`config.mk`:
```
export PLATFORM = sky130hd
export DESIGN_NAME = opc_mod_unit
export DESIGN_NICKNAME = d
export VERILOG_FILES = /design/src/sv/opc_pkg.sv /design/src/sv/opc_mod_unit.sv
export SDC_FILE = /design/constraint.sdc
export NUM_CORES = 1
export LEC_CHECK = 0
export BUFFER_PORTS_ARGS = -buffer_cell sky130_fd_sc_hd__clkbuf_2
export CELL_PAD_IN_SITES_DETAIL_PLACEMENT = 2
export CELL_PAD_IN_SITES_GLOBAL_PLACEMENT = 2
export CORE_AREA = 2 2 114 143
export DETAILED_ROUTE_END_ITERATION = 10
export DIE_AREA = 0 0 116 145
export GPL_ROUTABILITY_DRIVEN = 0
export PLACE_DENSITY = 0.8
export RECOVER_POWER = 50
export SLEW_MARGIN = 10
export SYNTH_ARGS = -nofsm -noshare
export SYNTH_HDL_FRONTEND = slang
export SYNTH_SLANG_ARGS = --single-unit
```
`constraint.sdc`:
```
create_clock -name clk -period 4.4 [get_ports clk]
set_clock_uncertainty 0.15 [all_clocks]
set_input_delay 0.88 -clock clk [delete_from_list [all_inputs] [get_ports clk]]
set_output_delay 0.88 -clock clk [all_outputs]
set_load 0.02 [all_outputs]
```
`src/sv/opc_pkg.sv`:
```
// Package for the online prefix palindrome check.
// Types and constants for the sequencer and the mod-103 unit.
// No dependencies.
package opc_pkg;

	localparam logic [7:0] MOD       = 8'd103;
	localparam logic [7:0] RADIX_RED = 8'(256 % 103);
	localparam logic [9:0] RECIP     = 10'd636;
	localparam int         RECIP_SH  = 16;

	typedef struct packed {
		logic       go;
		logic [6:0] a;
		logic [7:0] b;
		logic [7:0] c;
	} mod_req_t;

endpackage

```
`src/sv/opc_mod_unit.sv`:
```
// Shared unit: (a * b + c) mod 103, three register stages.
// Uses opc_pkg (mod_req_t, MOD, RECIP, RECIP_SH).
module opc_mod_unit (
	input  logic              clk,
	input  logic              arst_n,
	input  opc_pkg::mod_req_t req,
	output logic              done,
	output logic [6:0]        res
);

	logic        vld_s1, vld_s2, vld_s3;
	logic [14:0] v_s1, v_s2;
	logic [7:0]  q_s2;
	logic [6:0]  res_s3;
	logic [24:0] qp;
	logic [15:0] qm;
	logic [15:0] r16;
	logic [7:0]  r8;

	// quotient estimate is exact or one low
	assign qp  = {10'd0, v_s1} * {15'd0, opc_pkg::RECIP};
	assign qm  = {8'd0, q_s2} * {8'd0, opc_pkg::MOD};
	assign r16 = {1'b0, v_s2} - qm;
	assign r8  = r16[7:0];

	always_ff @(posedge clk or negedge arst_n) begin
		if (!arst_n) begin
			vld_s1 <= 1'b0;
			vld_s2 <= 1'b0;
			vld_s3 <= 1'b0;
		end else begin
			vld_s1 <= req.go;
			vld_s2 <= vld_s1;
			vld_s3 <= vld_s2;
		end
	end

	always_ff @(posedge clk) begin
		v_s1   <= {8'd0, req.a} * {7'd0, req.b} + {7'd0, req.c};
		v_s2   <= v_s1;
		q_s2   <= qp[opc_pkg::RECIP_SH +: 8];
		res_s3 <= (r8 >= opc_pkg::MOD) ? 7'(r8 - opc_pkg::MOD) : r8[6:0];
	end

	assign done = vld_s3;
	assign res  = res_s3;

endmodule

```
Word level (Yosys, flattened, before mapping)
Cells that the tools add are included.
{"block": "word_totals", "reg_bits": 41, "in_bits": 26}
{"block": "classes", "n_lt_le_gt_ge": 1, "n_mux": 1, "multipliers": 3, "add_sub_neg": 3}
{"operator": "multiplier 15 x 8 -> 22 bit (second input constant)", "n": 1}
{"operator": "adder 15 x 8 -> 15 bit", "n": 1}
{"operator": "multiplier 7 x 8 -> 15 bit", "n": 1}
{"operator": "greater-or-equal comparator 8 x 7 -> 1 bit (second input constant)", "n": 1}
{"operator": "multiplier 8 x 7 -> 8 bit (second input constant)", "n": 1}
{"operator": "subtractor 8 bit", "n": 1}
{"operator": "2-to-1 mux 7 bit", "n": 1}
{"operator": "subtractor 7 bit (second input constant)", "n": 1}

Depth between registers and ports, before layout
{"block": "depth", "depth_word": 4, "mapped_depth": 16}

Worst setup path before layout
OpenSTA, ideal clock, no wires.
{"block": "synth_timing", "kind": "input to register", "startpoint": "input req[11] in the netlist's numbering", "endpoint": "register v_s1[14]", "t_required_ps": 4129, "cell_stages": 15, "arrival_ps": 4413, "setup_slack_ps": -283, "cell_sequence": "and2_1 > fa_1 > inv_1 > fa_1 > inv_1 > fa_1 > inv_1 > fa_1 > inv_1 > ha_1 > a21boi_0 > o31a_1 > o211ai_1 > a21oi_1 > xnor2_1"}
{"block": "synth_via", "elab_chain_cells": 2}
{"element": "start: declaration", "line_no": "opc_mod_unit.sv:6", "text": "input opc_pkg::mod_req_t req,"}
{"element": "multiplier 7 x 8 -> 15 bit", "line_no": "opc_mod_unit.sv:39", "text": "v_s1 <= {8'd0, req.a} * {7'd0, req.b} + {7'd0, req.c};"}
{"element": "adder 15 x 8 -> 15 bit", "line_no": "opc_mod_unit.sv:39"}
{"element": "end signal: assignment", "line_no": "opc_mod_unit.sv:39"}
{"element": "end: declaration", "line_no": "opc_mod_unit.sv:12", "text": "logic [14:0] v_s1, v_s2;"}
Every way passes these cells.

Worst setup path in the final report
{"block": "layout_timing", "startpoint": "input req[8] in the netlist's numbering", "endpoint": "register v_s1[12]"}
Same word-level chain as after synthesis.

==> impl_metrics.csv <==
group,metric,value,unit
run_status,status,"finished with violations",
run_status,violations,"setup timing",
critical_path,path_cells,"clkbuf_2 > nand2_2 > fa_2 > fa_1 > inv_1 > ha_1 > inv_1 > fa_1 > inv_1 > ha_4 > nor2b_1 > o21ai_2 > a21boi_4 > o31a_1 > o211ai_1 > nand2b_1 > xor2_1",
critical_path,critPathMaxFanout,7,
critical_path,rr_worst_depth,18,
clocking,clk_path_buf_depth,2,
floorplan,die_w,116,µm
floorplan,core-area,15440,µm²
critical_path,rr_endpoint,"q_s2[5]",
synth,synthArstFlopShare,7.317,%
layout,fin_area,7331,µm²
clocking,path_clk_slew,0.07,ns
critical_path,worst-path-stages,17,
sta,grt_setup_unrepaired,"yes",
synth,synth_warnings,0,
routing,drt_iter0_drc,76,
critical_path,crit_family,"adder cells",
critical_path,cp_num_buf_inv,4,
critical_path,crit_start,"req[8]",
synth,synth.avg_cell_area,9.533,µm²
synth,synth_area_leader_cell,"fa_1",
placement,dp.final_hpwl,14290,µm
routing,ant_nets,0,
sta,fmax,216.6,MHz
sta,drv_slew,0,
critical_path,arrival,4.65,ns
critical_path,critPathSlowestCell,"fa_1",
synth,synth_cell_types,53,
sta,setup_viol,6,
layout,drive_gt1_share,16.96,%
routing,wl_per_cell,18.61,µm
critical_path,reg2reg_setup_slack,0,ns
routing,drt_pass1_iterations,4,
clocking,cts-buffers-inserted,5,
run,maxCapViolations,0,
placement,port_buffers,33,
global_route,antenna_found_initial,0,
synth,synth_top_cell_area_share,31.29,%
sta,fin_crit,4.618,ns
critical_path,cpPeakStageDelay,0.54,ns
global_route,grtUsageMet2,48.74,%
placement,placed_cell_area,6967,µm²
critical_path,end_kind,"flop",
layout,mostFrequentLayoutCell,"inv_1",
synth,synth_flop_cell,"dfxtp_1",
synth,ys_seq_elements,41,
clocking,cts-hold-fix-buffers,0,
min_path,hp-class,"flop to flop",
routing,via_per_inst,4.910,
routing,dr_total_vias,4660,
routing,wl,17660,µm
sta,layout_setup_ws,-0.2177,ns
synth,syn_nets,875,
critical_path,critical_path_class,"primary input to flop",
synth,synth_area_leaders,"fa_1 31%, ha_1 20%, dfxtp_1 12%",
routing,drc,0,
placement,place_ws,-0.6358,ns
global_route,top_usage_layer,"met2",
synth,yosysSeqAreaShare,13.47,%
layout,layout_common_cells,"182 x inv_1, 96 x ha_1, 95 x fa_1",
synth,syn_inst,651,
floorplan,initial_core_util,40.19,%
clocking,cts_sinks,41,
clocking,worstSkewPairLatency,0.29,ns
floorplan,pin_count,34,
sta,finalCritPeriodShare,104.9,%
global_route,grt_remaining_overflow,0,
layout,antennaDiodeCount,0,
critical_path,cp_data_required_time,4.43,ns
layout,fin_nets,960,
critical_path,crit_end,"v_s1[12]",
clocking,cts_root_buf,"clkbuf_16",
critical_path,crit_path_frequent_cell,"inv_1",
sta,fin_setup_tns,-0.7858,ns
global_route,grt_pass1_vias,5929,
sta,worstMarginPinSlew,0.3905,ns
sta,max_slew_margin,73.93,%
synth,syn_area,6206,µm²
synth,synth_edf_count,0,
global_route,grt_use_met3,1.838,%
floorplan,die_area,16820,µm²
floorplan,fp-row-count,51,
sta,hold_viol,0,
global_route,grt_max_degree,14,
critical_path,startpoint_type,"primary input",
layout,area_delta_synth_final,18.12,%
min_path,holdPathStages,0,
clocking,cts_tree,"yes",
global_route,grt_pass1_wl,29140,µm
critical_path,timing.rr.start,"v_s1[5]",
floorplan,die_h,145,µm
global_route,track_usage,22.42,%
global_route,grt_use_met1,20.66,%
clocking,htree_levels,2,
## layout make-up
cell class	instances	area (µm²)
clock buffer	5	125.1
clock inverter	3	17.52
fill	1671	8112
inverter	185	694.4
multi-input combinational	424	4830
sequential	41	842.1
tap	212	265.3
timing repair buffer	79	556.8
## per-stage QoR
| step | cells | hold slack [ns] | utilization [%] |
|---|---|---|---|
| 6_report | 949 | 0.2083 | 47.47 |
| 5_1_grt | 949 | 0.2216 | 47.47 |
| 4_1_cts | 947 | 0.2114 | 47.17 |
| 3_5_place_dp | 935 | 0.1855 | 45.11 |
| 3_3_place_gp | 935 | 0.1912 | 45.11 |
| 2_1_floorplan | 651 | 0.1812 | - |
## worst reg2reg max path: cells and delay by family (launching register included)
family,cells,cell delay [ns]
AOI/OAI and AO/OA,6,1.01
xor gates and xnor gates,1,0.15
adders and majority gates,5,2.00
buffers and inverters,6,0.58
DFF,1,0.43
## what timing repair did
item / 4_1_cts / 5_1_grt
setup endpoints to repair: 9 / 11
pin swaps: 19 / 17
gates resized for setup: 34 / 19
buffers inserted: 4 / 2
cloned: 0 / 0
## cells in the mapped netlist, types with 2 or more instances
library cell,number
nor2b_1,7
xor2_1,9
nand2b_1,5
o21ai_1,2
a211o_1,2
fa_1,97
xnor2_1,27
o211ai_1,4
and2_1,33
a21oi_1,19
a21boi_0,2
nor3_1,9
nand4_1,2
or2_2,2
o21a_1,7
inv_1,185
dfrtp_1,3
a21boi_1,2
nand3b_1,2
nor2_1,17
o21ai_0,11
dfxtp_1,38
a21o_1,5
ha_1,101
nand2_1,32
## registers in the layout, summed over array words and instances (netlist names)
name / cells
v_s2: 8
res: 7
done: 1
q_s2: 8
v_s1: 15
vld_s2: 1
vld_s1: 1
## how the worst min path moves through the flow
stage	start	endpoint	slack [ns]
global placement	vld_s1	vld_s2	0.19
floorplan	vld_s2	done	0.18
global route	vld_s1	vld_s2	0.22
CTS	arst_n	vld_s2	0.21
finish	vld_s1	vld_s2	0.21
detailed placement	vld_s2	done	0.19
## logic make-up (layout without fill, tap and decap cells)
| kind of cell | Yosys count | in the layout | synth area share [%] |
|---|---|---|---|
| AO/OA/AOI/OAI | 66 | 66 | 7.137 |
| XOR/XNOR | 38 | 38 | 5.787 |
| adder cells (fa/ha/maj) | 198 | 198 | 51.65 |
| buffers and inverters | 186 | 272 | 11.27 |
| flip-flops | 41 | 41 | 13.47 |
| multiplexers | 2 | 2 | 0.4032 |
| AND/OR/NAND/NOR | 120 | 120 | 10.28 |
## metal layers
metal	vias up	routed length [µm]
met5	-	0
met4	0	459
met3	32	261
met2	62	11010
met1	2395	5929
li1	2171	-
Power is not shown: default switching activity piles up to over one toggle a cycle in this logic, so the estimate is an artifact.
